## src/hw/rtl/phl_pkg.sv

```systemverilog
// shared types and constants of the pseudo-huber cost, gradient and hessian block
package phl_pkg;

    localparam int DELTA_W = 31;
    localparam int COST_W  = 63;
    localparam int STEP_W  = 4;

    localparam logic [DELTA_W-1:0] DELTA_RESET = DELTA_W'(65536);
    localparam logic [COST_W-1:0]  COST_MAX    = {COST_W{1'b1}};

    // datapath steps, run in this order for every item
    localparam logic [STEP_W-1:0] STEP_DD  = 4'd0;  // d*d
    localparam logic [STEP_W-1:0] STEP_XX  = 4'd1;  // x*x
    localparam logic [STEP_W-1:0] STEP_SQ  = 4'd2;  // r = isqrt(d*d + x*x)
    localparam logic [STEP_W-1:0] STEP_XD  = 4'd3;  // x*d
    localparam logic [STEP_W-1:0] STEP_DG  = 4'd4;  // gradient = x*d / r
    localparam logic [STEP_W-1:0] STEP_CM  = 4'd5;  // d*(r-d)
    localparam logic [STEP_W-1:0] STEP_H1D = 4'd6;  // h1 = (d << frac) / r
    localparam logic [STEP_W-1:0] STEP_H1M = 4'd7;  // h1*d
    localparam logic [STEP_W-1:0] STEP_H2D = 4'd8;  // h2 = h1*d / r
    localparam logic [STEP_W-1:0] STEP_H2M = 4'd9;  // h2*d
    localparam logic [STEP_W-1:0] STEP_H3D = 4'd10; // h3 = h2*d / r

    typedef struct packed {
        logic              load;
        logic              start;
        logic              finish;
        logic [STEP_W-1:0] step;
    } t_dp_cmd;

    typedef struct packed {
        logic done;
    } t_dp_status;

endpackage

```

## src/hw/rtl/phl_ctrl.sv

```systemverilog
// controller: sequences the datapath steps and owns the handshakes
module phl_ctrl (
    input  logic                i_clk,
    input  logic                i_rst_n,
    input  logic                i_in_valid,
    output logic                o_in_ready,
    output logic                o_out_valid,
    input  logic                i_out_ready,
    output phl_pkg::t_dp_cmd    o_cmd,
    input  phl_pkg::t_dp_status i_status
);
    import phl_pkg::*;

    localparam logic [1:0] ST_IDLE = 2'd0;
    localparam logic [1:0] ST_RUN  = 2'd1;
    localparam logic [1:0] ST_OUT  = 2'd2;

    logic [1:0]        r_state, n_state;
    logic [STEP_W-1:0] r_step, n_step;
    logic              r_issue, n_issue;
    logic              r_out_valid, n_out_valid;
    logic              w_accept;
    logic              w_finish;

    assign o_in_ready  = (r_state == ST_IDLE);
    assign w_accept    = i_in_valid && o_in_ready;
    assign w_finish    = (r_state == ST_OUT) && (!r_out_valid || i_out_ready);
    assign o_out_valid = r_out_valid;

    assign o_cmd.load   = w_accept;
    assign o_cmd.start  = r_issue;
    assign o_cmd.finish = w_finish;
    assign o_cmd.step   = r_step;

    always_comb begin
        n_state = r_state;
        n_step  = r_step;
        n_issue = 1'b0;
        unique case (r_state)
            ST_IDLE: begin
                if (w_accept) begin
                    n_state = ST_RUN;
                    n_step  = STEP_DD;
                    n_issue = 1'b1;
                end
            end
            ST_RUN: begin
                if (i_status.done) begin
                    if (r_step == STEP_H3D) begin
                        n_state = ST_OUT;
                    end else begin
                        n_step  = STEP_W'(r_step + 1'b1);
                        n_issue = 1'b1;
                    end
                end
            end
            ST_OUT: begin
                if (w_finish) begin
                    n_state = ST_IDLE;
                end
            end
            default: begin
                n_state = ST_IDLE;
            end
        endcase
    end

    always_comb begin
        n_out_valid = r_out_valid;
        if (w_finish) begin
            n_out_valid = 1'b1;
        end else if (i_out_ready) begin
            n_out_valid = 1'b0;
        end
    end

    always_ff @(posedge i_clk) begin
        if (!i_rst_n) begin
            r_state     <= ST_IDLE;
            r_step      <= STEP_DD;
            r_issue     <= 1'b0;
            r_out_valid <= 1'b0;
        end else begin
            r_state     <= n_state;
            r_step      <= n_step;
            r_issue     <= n_issue;
            r_out_valid <= n_out_valid;
        end
    end

endmodule

```

## src/hw/rtl/phl_datapath.sv

```systemverilog
// datapath: serial multiplier, divider and square root with operand and result registers
module phl_datapath #(
    parameter int DATA_WIDTH = 32,
    parameter int FRAC_BITS  = 16
) (
    input  logic                        i_clk,
    input  logic                        i_rst_n,
    input  logic                        i_cfg_wr_en,
    input  logic [phl_pkg::DELTA_W-1:0] i_cfg_wr_data,
    input  logic [DATA_WIDTH-1:0]       i_residual,
    input  logic                        i_end_of_vector,
    input  phl_pkg::t_dp_cmd            i_cmd,
    output phl_pkg::t_dp_status         o_status,
    output logic [DATA_WIDTH-1:0]       o_gradient,
    output logic [FRAC_BITS:0]          o_hessian_scale,
    output logic [phl_pkg::COST_W-1:0]  o_element_cost,
    output logic [phl_pkg::COST_W-1:0]  o_total_cost,
    output logic                        o_is_final
);
    import phl_pkg::*;

    localparam int RW   = (DATA_WIDTH > 32) ? DATA_WIDTH : 32;
    localparam int PW   = 2 * RW;
    localparam int QN   = (DATA_WIDTH > FRAC_BITS + 1) ? DATA_WIDTH : FRAC_BITS + 1;
    localparam int NMAX = (RW > QN) ? RW : QN;
    localparam int CW   = $clog2(NMAX + 1);
    localparam int RMW  = RW + 3;

    localparam logic [1:0] MODE_MUL  = 2'd0;
    localparam logic [1:0] MODE_DIV  = 2'd1;
    localparam logic [1:0] MODE_SQRT = 2'd2;

    // configuration and accumulator
    logic [DELTA_W-1:0]  r_delta;
    logic [COST_W-1:0]   r_acc;

    // item operands and saved results
    logic [DELTA_W-1:0]    r_d;
    logic [DATA_WIDTH-1:0] r_mag;
    logic                  r_neg;
    logic                  r_fin;
    logic [PW-1:0]         r_dd;
    logic [RW-1:0]         r_r;
    logic [DATA_WIDTH-1:0] r_g;
    logic [COST_W-1:0]     r_cost;

    // shared serial unit
    logic [1:0]    r_mode, n_mode;
    logic [CW-1:0] r_cnt, n_cnt;
    logic          r_done;
    logic [PW-1:0] r_a, n_a;
    logic [RW-1:0] r_b, n_b;
    logic [PW-1:0] r_prod;
    logic [PW-1:0] r_num, n_num;
    logic [RMW-1:0] r_rem;
    logic [RW-1:0] r_root;
    logic [QN-1:0] r_quo;

    // output registers
    logic [DATA_WIDTH-1:0] r_out_grad;
    logic [FRAC_BITS:0]    r_out_hess;
    logic [COST_W-1:0]     r_out_cost;
    logic [COST_W-1:0]     r_out_total;
    logic                  r_out_fin;

    logic [RMW-1:0] w_dnr;
    logic [RMW-1:0] w_dvs;
    logic [RMW-1:0] w_snr;
    logic [RMW-1:0] w_trial;
    logic [PW-1:0]  w_cost_full;
    logic [COST_W:0] w_total;

    assign w_dnr   = {2'b00, r_rem[RW-1:0], r_num[QN-1]};
    assign w_dvs   = {3'b000, r_r};
    assign w_snr   = {r_rem[RW:0], r_num[PW-1:PW-2]};
    assign w_trial = {1'b0, r_root, 2'b01};
    assign w_cost_full = r_prod >> FRAC_BITS;
    assign w_total = {1'b0, r_acc} + {1'b0, r_cost};

    // operand set-up for each step
    always_comb begin
        n_mode = MODE_MUL;
        n_a    = '0;
        n_b    = '0;
        n_num  = '0;
        unique case (i_cmd.step) inside
            STEP_DD: begin
                n_a = PW'(r_d);
                n_b = RW'(r_d);
            end
            STEP_XX: begin
                n_a = PW'(r_mag);
                n_b = RW'(r_mag);
            end
            STEP_SQ: begin
                n_mode = MODE_SQRT;
                n_num  = r_dd + r_prod;
            end
            STEP_XD: begin
                n_a = PW'(r_mag);
                n_b = RW'(r_d);
            end
            STEP_DG, STEP_H2D, STEP_H3D: begin
                n_mode = MODE_DIV;
                n_num  = r_prod;
            end
            STEP_CM: begin
                n_a = PW'(r_d);
                n_b = r_r - RW'(r_d);
            end
            STEP_H1D: begin
                n_mode = MODE_DIV;
                n_num  = PW'(r_d) << FRAC_BITS;
            end
            STEP_H1M, STEP_H2M: begin
                n_a = PW'(r_quo);
                n_b = RW'(r_d);
            end
            default: begin
                n_mode = MODE_MUL;
            end
        endcase
        n_cnt = (n_mode == MODE_DIV) ? CW'(QN) : CW'(RW);
    end

    // control state
    always_ff @(posedge i_clk) begin
        if (!i_rst_n) begin
            r_delta <= DELTA_RESET;
            r_acc   <= '0;
            r_cnt   <= '0;
            r_done  <= 1'b0;
        end else begin
            if (i_cfg_wr_en) begin
                r_delta <= i_cfg_wr_data;
            end
            if (i_cmd.finish) begin
                r_acc <= (r_fin) ? '0 : (w_total[COST_W] ? COST_MAX : w_total[COST_W-1:0]);
            end
            r_done <= (r_cnt == CW'(1));
            if (i_cmd.start) begin
                r_cnt <= n_cnt;
            end else if (r_cnt != '0) begin
                r_cnt <= CW'(r_cnt - 1'b1);
            end
        end
    end

    // payload
    always_ff @(posedge i_clk) begin
        if (i_cmd.load) begin
            r_neg <= i_residual[DATA_WIDTH-1];
            r_mag <= i_residual[DATA_WIDTH-1] ? DATA_WIDTH'(-i_residual) : i_residual;
            r_fin <= i_end_of_vector;
            r_d   <= (r_delta == '0) ? DELTA_W'(1) : r_delta;
        end

        if (i_cmd.start) begin
            r_mode <= n_mode;
            r_a    <= n_a;
            r_b    <= n_b;
            r_num  <= n_num;
            case (n_mode)
                MODE_MUL:  r_prod <= '0;
                MODE_DIV:  r_rem  <= RMW'(n_num >> QN);
                default: begin
                    r_rem  <= '0;
                    r_root <= '0;
                end
            endcase
            // keep the result of the step that just ended
            case (i_cmd.step)
                STEP_XX:  r_dd <= r_prod;
                STEP_XD:  r_r  <= (r_root < RW'(r_d)) ? RW'(r_d) : r_root;
                STEP_CM:  r_g  <= r_quo[DATA_WIDTH-1:0];
                STEP_H1D: r_cost <= (|w_cost_full[PW-1:COST_W]) ? COST_MAX
                                                                 : w_cost_full[COST_W-1:0];
                default: begin
                end
            endcase
        end else if (r_cnt != '0) begin
            case (r_mode)
                MODE_MUL: begin
                    if (r_b[0]) begin
                        r_prod <= r_prod + r_a;
                    end
                    r_a <= r_a << 1;
                    r_b <= r_b >> 1;
                end
                MODE_DIV: begin
                    if (w_dnr >= w_dvs) begin
                        r_rem <= w_dnr - w_dvs;
                        r_quo <= {r_quo[QN-2:0], 1'b1};
                    end else begin
                        r_rem <= w_dnr;
                        r_quo <= {r_quo[QN-2:0], 1'b0};
                    end
                    r_num <= r_num << 1;
                end
                default: begin
                    if (w_snr >= w_trial) begin
                        r_rem  <= w_snr - w_trial;
                        r_root <= {r_root[RW-2:0], 1'b1};
                    end else begin
                        r_rem  <= w_snr;
                        r_root <= {r_root[RW-2:0], 1'b0};
                    end
                    r_num <= r_num << 2;
                end
            endcase
        end

        if (i_cmd.finish) begin
            r_out_grad  <= r_neg ? DATA_WIDTH'(-r_g) : r_g;
            r_out_hess  <= r_quo[FRAC_BITS:0];
            r_out_cost  <= r_cost;
            r_out_total <= w_total[COST_W] ? COST_MAX : w_total[COST_W-1:0];
            r_out_fin   <= r_fin;
        end
    end

    assign o_status.done   = r_done;
    assign o_gradient      = r_out_grad;
    assign o_hessian_scale = r_out_hess;
    assign o_element_cost  = r_out_cost;
    assign o_total_cost    = r_out_total;
    assign o_is_final      = r_out_fin;

endmodule

```

## src/hw/rtl/pseudo_huber_loss_grad_hess_top.sv

```systemverilog
// an item runs through 11 serial steps on one shared unit; multiply and square root work
// on max(DATA_WIDTH,32) bits, divide on max(DATA_WIDTH,FRAC_BITS+1) quotient bits
// the unit works one bit per cycle; no new item is taken until the last one has finished
// a finished result waits in the output register while the next item is taken
// reset (synchronous, active low) sets delta to 1.0, clears the cost sum and the handshakes
module pseudo_huber_loss_grad_hess_top #(
    parameter int DATA_WIDTH = 32,
    parameter int FRAC_BITS  = 16
) (
    input  logic                        i_clk,
    input  logic                        i_rst_n,
    input  logic                        i_cfg_wr_en,
    input  logic [phl_pkg::DELTA_W-1:0] i_cfg_wr_data,
    input  logic                        i_s_axis_tvalid,
    output logic                        o_s_axis_tready,
    // residual
    input  logic [((DATA_WIDTH+7)/8)*8-1:0] i_s_axis_tdata,
    // end_of_vector
    input  logic                        i_s_axis_tlast,
    output logic                        o_m_axis_tvalid,
    input  logic                        i_m_axis_tready,
    // gradient, hessian_scale, element_cost, total_cost
    output logic [((DATA_WIDTH+FRAC_BITS+1+2*phl_pkg::COST_W+7)/8)*8-1:0] o_m_axis_tdata,
    // is_final
    output logic                        o_m_axis_tlast
);
    import phl_pkg::*;

    localparam int OUT_BITS = DATA_WIDTH + FRAC_BITS + 1 + 2 * COST_W;
    localparam int OUT_W    = ((OUT_BITS + 7) / 8) * 8;

    t_dp_cmd    w_cmd;
    t_dp_status w_status;

    logic [DATA_WIDTH-1:0] w_gradient;
    logic [FRAC_BITS:0]    w_hessian_scale;
    logic [COST_W-1:0]     w_element_cost;
    logic [COST_W-1:0]     w_total_cost;

    phl_ctrl u_ctrl (
        .i_clk       (i_clk),
        .i_rst_n     (i_rst_n),
        .i_in_valid  (i_s_axis_tvalid),
        .o_in_ready  (o_s_axis_tready),
        .o_out_valid (o_m_axis_tvalid),
        .i_out_ready (i_m_axis_tready),
        .o_cmd       (w_cmd),
        .i_status    (w_status)
    );

    phl_datapath #(
        .DATA_WIDTH (DATA_WIDTH),
        .FRAC_BITS  (FRAC_BITS)
    ) u_datapath (
        .i_clk           (i_clk),
        .i_rst_n         (i_rst_n),
        .i_cfg_wr_en     (i_cfg_wr_en),
        .i_cfg_wr_data   (i_cfg_wr_data),
        .i_residual      (i_s_axis_tdata[DATA_WIDTH-1:0]),
        .i_end_of_vector (i_s_axis_tlast),
        .i_cmd           (w_cmd),
        .o_status        (w_status),
        .o_gradient      (w_gradient),
        .o_hessian_scale (w_hessian_scale),
        .o_element_cost  (w_element_cost),
        .o_total_cost    (w_total_cost),
        .o_is_final      (o_m_axis_tlast)
    );

    assign o_m_axis_tdata = OUT_W'({w_total_cost, w_element_cost, w_hessian_scale, w_gradient});

endmodule
```

## config.mk

```make
export PLATFORM = sky130hd
export DESIGN_NAME = pseudo_huber_loss_grad_hess_top
export DESIGN_NICKNAME = d
export VERILOG_FILES = /design/src/hw/rtl/phl_pkg.sv /design/src/hw/rtl/phl_ctrl.sv /design/src/hw/rtl/phl_datapath.sv /design/src/hw/rtl/pseudo_huber_loss_grad_hess_top.sv
export SDC_FILE = /design/constraint.sdc
export NUM_CORES = 2
export LEC_CHECK = 0
export BUFFER_PORTS_ARGS = -buffer_cell sky130_fd_sc_hd__buf_2
export CORE_ASPECT_RATIO = 0.9
export CORE_MARGIN = 2
export CORE_UTILIZATION = 31
export DETAILED_ROUTE_END_ITERATION = 8
export PLACE_DENSITY_LB_ADDON = 0.1
export SYNTH_ARGS = -nofsm -noshare
export SYNTH_HDL_FRONTEND = slang
export SYNTH_HIERARCHICAL = 1
export SYNTH_SLANG_ARGS = --single-unit
```

## constraint.sdc

```tcl
create_clock -name i_clk -period 7.9 [get_ports i_clk]
set_input_delay 0.395 -clock i_clk [delete_from_list [all_inputs] [get_ports i_clk]]
set_output_delay 0.395 -clock i_clk [all_outputs]
set_load 0.1 [all_outputs]
```

---- Word level (Yosys, flattened, before mapping) ----
Cells that the tools add are included.
cells by class
  reductions and logical operators ........ 36
  muxes and demuxes ....................... 52
  $lt $le $gt $ge ......................... 3
  add/subtract/negate cells ............... 10
  equality and inequality tests ........... 25
  bitwise logic cells ..................... 2
operators with widths
  kind                  number
  $mux W64              10
  $mux W32              8
  $pmux W32 S3          2
  $pmux W64 S3          1
  $mux W33              4
  $pmux W33 S2          2
  $add A64 B64 Y64      2
  $pmux W64 S2          1
  $mux W63              2
  $add A63 B48 Y64      1
  $neg A32 Y32          2
  $mux W31              2
  $ge A35 B34 Y1        1
  $ge A33 B32 Y1        1
  $sub A33 B32 Y33      1
  $sub A33 B33 Y33      1
  $lt A32 B31 Y1        1
  $sub A32 B31 Y32      1
  $logic_not A31 Y1     1
  $eq A4 B3 Y1 const B  4
  $eq A4 B4 Y1 const B  3
  $mux W4               3
  $mux W6               2
  $reduce_and A2 Y1     6
  28 further kinds      66
word-level totals
  bits of input ports ..................... 69
  flip-flop bits (word level) ............. 834
  output and inout port bits .............. 179

---- Depth between registers and ports, before layout ----
  word-level depth ........................ 7
  gate-level depth with buffers ........... 15
  gate-level depth less buffers ........... 15

---- Modules after synthesis ----
Netlist, hierarchy kept.
modules (own cells, without submodules)
  module                           instances  area an instance (sq um)  cells an instance
  phl_datapath                     1          48,356.4                  4,557
  phl_ctrl                         1          450.4                     52
  pseudo_huber_loss_grad_hess_top  1          11.3                      2

---- Least setup slack after synthesis ----
Ideal clock, no wire load.
  path kind ............................... flip-flop to flip-flop
  from .................................... register u_ctrl.r_step[3]
  to ...................................... register u_datapath.r_prod[0] (enable)
  cell stages (with the launch flop) ...... 8
  path slack .............................. 1.124 ns
  setup time .............................. 0.584 ns
  data arrival time ....................... 6.192 ns
  cells stage by stage .................... dfxtp_1 > clkbuf_1 > nand2b_1 > nor2_1 > a21oi_1 > o22ai_1 > o21ai_1 > a21boi_0
between the ends
  cells in the longest elaborated chain, start to end .. 6
  elaborated cells between the ends (all ways) .. 10
RTL lines
  item                                                           line                 source
  start, declared                                                phl_ctrl.sv:19       logic [STEP_W-1:0] r_step, n_step;
  start signal, assigned                                         phl_ctrl.sv:85       r_step <= n_step;
  $eq A4 B4 Y1 (no source line) or $eq A4 B3 Y1 (tied branches)  -
  $reduce_or A4 Y1 (no source line)                              -
  $pmux W2 S2 (*)                                                phl_datapath.sv:86   unique case (i_cmd.step) inside
  named net u_datapath.n_mode[0]                                 phl_datapath.sv:48   logic [1:0] r_mode, n_mode;
  $logic_not A2 Y1 (*)                                           phl_datapath.sv:163  case (n_mode)
  $ne A2 B1 Y1 (no source line) (*)                              -
  $reduce_and A4 Y1 (no source line) (*)                         -
  end signal, assigned                                           phl_datapath.sv:185  r_prod <= r_prod + r_a;
  end, declared                                                  phl_datapath.sv:53   logic [PW-1:0] r_prod;
The timed path passes the listed nets; every way through them passes the cells marked *.
A chain may end at the register's enable or synchronous reset.

---- Worst setup path in the final report ----
  from .................................... register u_datapath.r_prod[1]
  to ...................................... register u_datapath.r_num[61] (data pin)
between the ends
  cells in the longest elaborated chain, start to end .. 3
RTL lines
  item                  line                 source
  $add A64 B64 Y64      phl_datapath.sv:97   n_num = r_dd + r_prod;
  $pmux W64 S3          phl_datapath.sv:86
  $mux W64              phl_datapath.sv:158  if (i_cmd.start) begin
  end signal, assigned  phl_datapath.sv:162  r_num <= n_num;
  end signal, assigned  phl_datapath.sv:198  r_num <= r_num << 1;
  end signal, assigned  phl_datapath.sv:208  r_num <= r_num << 2;
  end, declared         phl_datapath.sv:54   logic [PW-1:0] r_num, n_num;
Every way passes these cells.

==> flow_summary.yaml <==
setup_path:
  r2r-end: "u_datapath/r_num[61]$_DFFE_PP_"
  crit_path_top_delay_cell: "or4b_2"
  arrival_ns: 5.08
  cp_max_fo: 5
  r2r-start: "u_datapath/r_prod[1]$_SDFFCE_PP0P_"
  path_cells: "ha_1 -> a211oi_1 -> nor2_1 -> o32a_1 -> a31oi_1 -> o211ai_1 -> a31oi_1 -> o211ai_1 -> a31oi_1 -> a21boi_0 -> or4b_2 -> nand3_1"
  critPathMaxStageDelay_ns: 0.66
  crit_required_ns: 8.48
  reg2reg_slack_ns: 3.40
  worstRegToRegCells: 12
  crit_path_start_kind: "register"
  worst-path-buf-inv: 0
  critPathTopFamily: "compound AO/OA/AOI/OAI gates"
  worstSetupPathType: "register to register"
  crit_top_cell: "a31oi_1"
  end_kind: "register"
clock_tree:
  cts_root_buffer: "clkbuf_16"
  cts_resized: 0
  cts.sinks: 834
  cts_buffers: 98
  cts_tree: "built"
  clock_latency_ns: 0.74
  h-tree-depth: 3
  cts_buffer_depth: 3
  clk_pin_slew_ns: 0.06
hold_path:
  min_path_cells: 1
  min_path_type: "input pin to register"
  whs_endpoint: "u_datapath/r_neg$_DFFE_PP_"
  min_from: "i_s_axis_tdata[31]"
yosys:
  synth_top_cell_area_share_pct: 44.60
  synth_edf_count: 725
  netlist.top_cell.by_area: "edfxtp_1"
  yosysMostFrequentCell: "edfxtp_1"
  synthTopCellsByArea: "edfxtp_1 45%, ha_1 7.9%, dfxtp_1 4.5%"
  synth_fa_ha_area_share_pct: 8.099
  synth_flop_cell: "edfxtp_1"
  ys_seq_area_share_pct: 49.07
  synth_warnings: 6
  ys_ff_latch: 834
  synth-simple-area-share_pct: 11.25
  syn_avg_cell_area_um2: 10.59
  synthMuxAreaShare_pct: 2.138
  synth_compound_area_share_pct: 19.87
  synth_cells: 4611
  synthXorXnorAreaFrac_pct: 5.849
  yosysUniqueCellTypes: 89
  async_flop_share_pct: 0
  synth_area_um2: 48820
  synthTopCellsByCount: "725 x edfxtp_1, 387 x nand2_1, 308 x ha_1, 307 x a21oi_1, 282 x nor2_1"
  synth_top_family_by_area: "compound AO/OA/AOI/OAI gates"
timing:
  final-setup-viol-count: 0
  period_share_pct: 56.94
  slew_violations: 0
  fin_tns_setup_ns: 0
  period_minus_slack_ns: 4.498
  rsz0062_at_grt: "no"
  worst_pin_slew_ns: 1.340
  max_clock_freq_ghz: 0.2223
  finalHoldViolCount: 0
  max_slew_margin_pct: 10.68
  finClkSkew_ns: 0.03570
grt:
  grt-ovfl-total: 0
  grt_pass1_wl_mm: 240.2
  antenna_found_initial: 6
  grt_pass1_vias: 36430
  track_usage_pct: 19.58
  grt_max_degree: 97
drt:
  via_count: 37510
  vias_per_cell: 5.365
  route.detailed.drc: 0
  wl_per_cell_um: 23.08
  drt_iter0_drc: 3261
  final_antenna_net_count: 0
  finalWirelength_mm: 161.4
  drtPass1Iterations: 9
floorplan:
  die-area_um2: 160700
  die_w_um: 422.3
  rows: 138
  fp.dieH_um: 380.5
  start_util_pct: 31.14
  io_pins: 248
  coreArea_um2: 156800
flow_run:
  cap_viol_max_count: 0
placement:
  finalWeightedCongestion: 0.8785
  dp_hpwl_mm: 120.7
  io_buffers: 231
final_layout:
  num-nets-final: 5184
  syn_to_final_growth_pct: 14.97
  drive_above_1_share_pct: 10.58
  fillers: 15810
power:
  irDropWorstVdd_v: 0.0001938
  power_density_nw_per_um2: 362.6
  power_mw: 20.35
  leakagePower_nw: 21.96
status:
  status: "completed"
## through the flow
step | setup WS [ns] | instance area (µm²) | utilization [%] | hold slack (ns) | instances
2_1_floorplan | 1.124 | 48870 | - | 0.4264 | 4625
3_3_place_gp | 3.479 | 52170 | 33.28 | 0.4469 | 6738
3_5_place_dp | 3.445 | 52170 | 33.28 | 0.4533 | 6738
4_1_cts | 3.414 | 56110 | 35.79 | 0.1434 | 6987
5_1_grt | 3.061 | 56120 | 35.79 | 0.1824 | 6988
6_report | 3.402 | 56130 | 35.80 | 0.2037 | 6992
## sequential cells by signal, indices dropped and copies added (netlist names), 32 cells and up
register,count
u_datapath/o_element_cost,48
u_datapath/o_gradient,32
u_datapath/o_total_cost,63
u_datapath/r_a,64
u_datapath/r_acc,63
u_datapath/r_b,32
u_datapath/r_cost,48
u_datapath/r_dd,64
u_datapath/r_g,32
u_datapath/r_mag,32
u_datapath/r_num,64
u_datapath/r_prod,64
u_datapath/r_quo,32
u_datapath/r_r,32
u_datapath/r_rem,33
u_datapath/r_root,32
## per-layer routing
metal / wire length, µm / part of all wire [%] / up-vias / track usage [%]
li1: - / - / 17850 / -
met1: 79860 / 49 / 18380 / 29.59
met2: 68120 / 42 / 1082 / 28.88
met3: 10010 / 6.2 / 201 / 3.357
met4: 3338 / 2.1 / 4 / 4.365
met5: 25 / 0.015 / - / 0
## worst max path at each step
stage	from	to	slack [ns]	cells past startpoint
global route	u_datapath/r_rem[1]$_DFFE_PP_	u_datapath/r_rem[3]$_DFFE_PP_	3.06	12
floorplan	u_ctrl/r_step[3]$_SDFFE_PN0P_	u_datapath/r_prod[0]$_SDFFCE_PP0P_	1.12	7
CTS	u_datapath/r_prod[0]$_SDFFCE_PP0P_	u_datapath/r_num[62]$_DFFE_PP_	3.41	14
finish	u_datapath/r_prod[1]$_SDFFCE_PP0P_	u_datapath/r_num[61]$_DFFE_PP_	3.40	12
detailed placement	u_datapath/r_prod[0]$_SDFFCE_PP0P_	u_datapath/r_num[62]$_DFFE_PP_	3.45	14
global placement	u_datapath/r_prod[0]$_SDFFCE_PP0P_	u_datapath/r_num[62]$_DFFE_PP_	3.48	14
## report_power, final
part	total [mW]	internal, mW	switching [mW]
sequential	7.14	6.10	1.03
combinational	8.55	3.32	5.23
clock	4.67	2.69	1.98
total	20.4	12.1	8.24
## logic make-up after synthesis
family,Yosys count
buffers and inverters,461
AND/OR/NAND/NOR,1151
AO/OA/AOI/OAI,1420
adder cells (fa/ha/maj),313
other,2
XOR/XNOR,326
flip-flops,834
multiplexers,104
## repair_timing
item	in CTS	in global routing
hold buffers	64	0
buffers inserted	0	0
endpoints found under the hold margin	65	0
## cell type report
type | instances | area, µm² | area share (%)
repair buffers | 351 | 2217 | 3.950
multi-input cells | 3330 | 23310 | 41.52
clock inverters | 53 | 549.3 | 0.9786
inverters | 187 | 704.4 | 1.255
clock buffers | 132 | 2753 | 4.904
well taps | 2100 | 2628 | 4.681
diodes | 5 | 12.51 | 0.02229
flip-flops and latches | 834 | 23960 | 42.68
## cell usage in the layout (no fill, tap or decap), drive strengths merged, types with 64 or more instances in the layout
cell type	synthesis	layout
inv	186	188
dfxtp	109	109
xnor2	228	228
o21ai	263	263
mux2i	102	102
a21oi	307	307
a21o	190	190
nand2	387	387
nor2	282	282
clkbuf	243	132
ha	308	308
edfxtp	725	725
nor2b	95	95
a22o	64	64
nand4	81	81
buf	31	287
xor2	98	98
dlygate4sd3	0	64
Power figures use the tool's default switching activity.
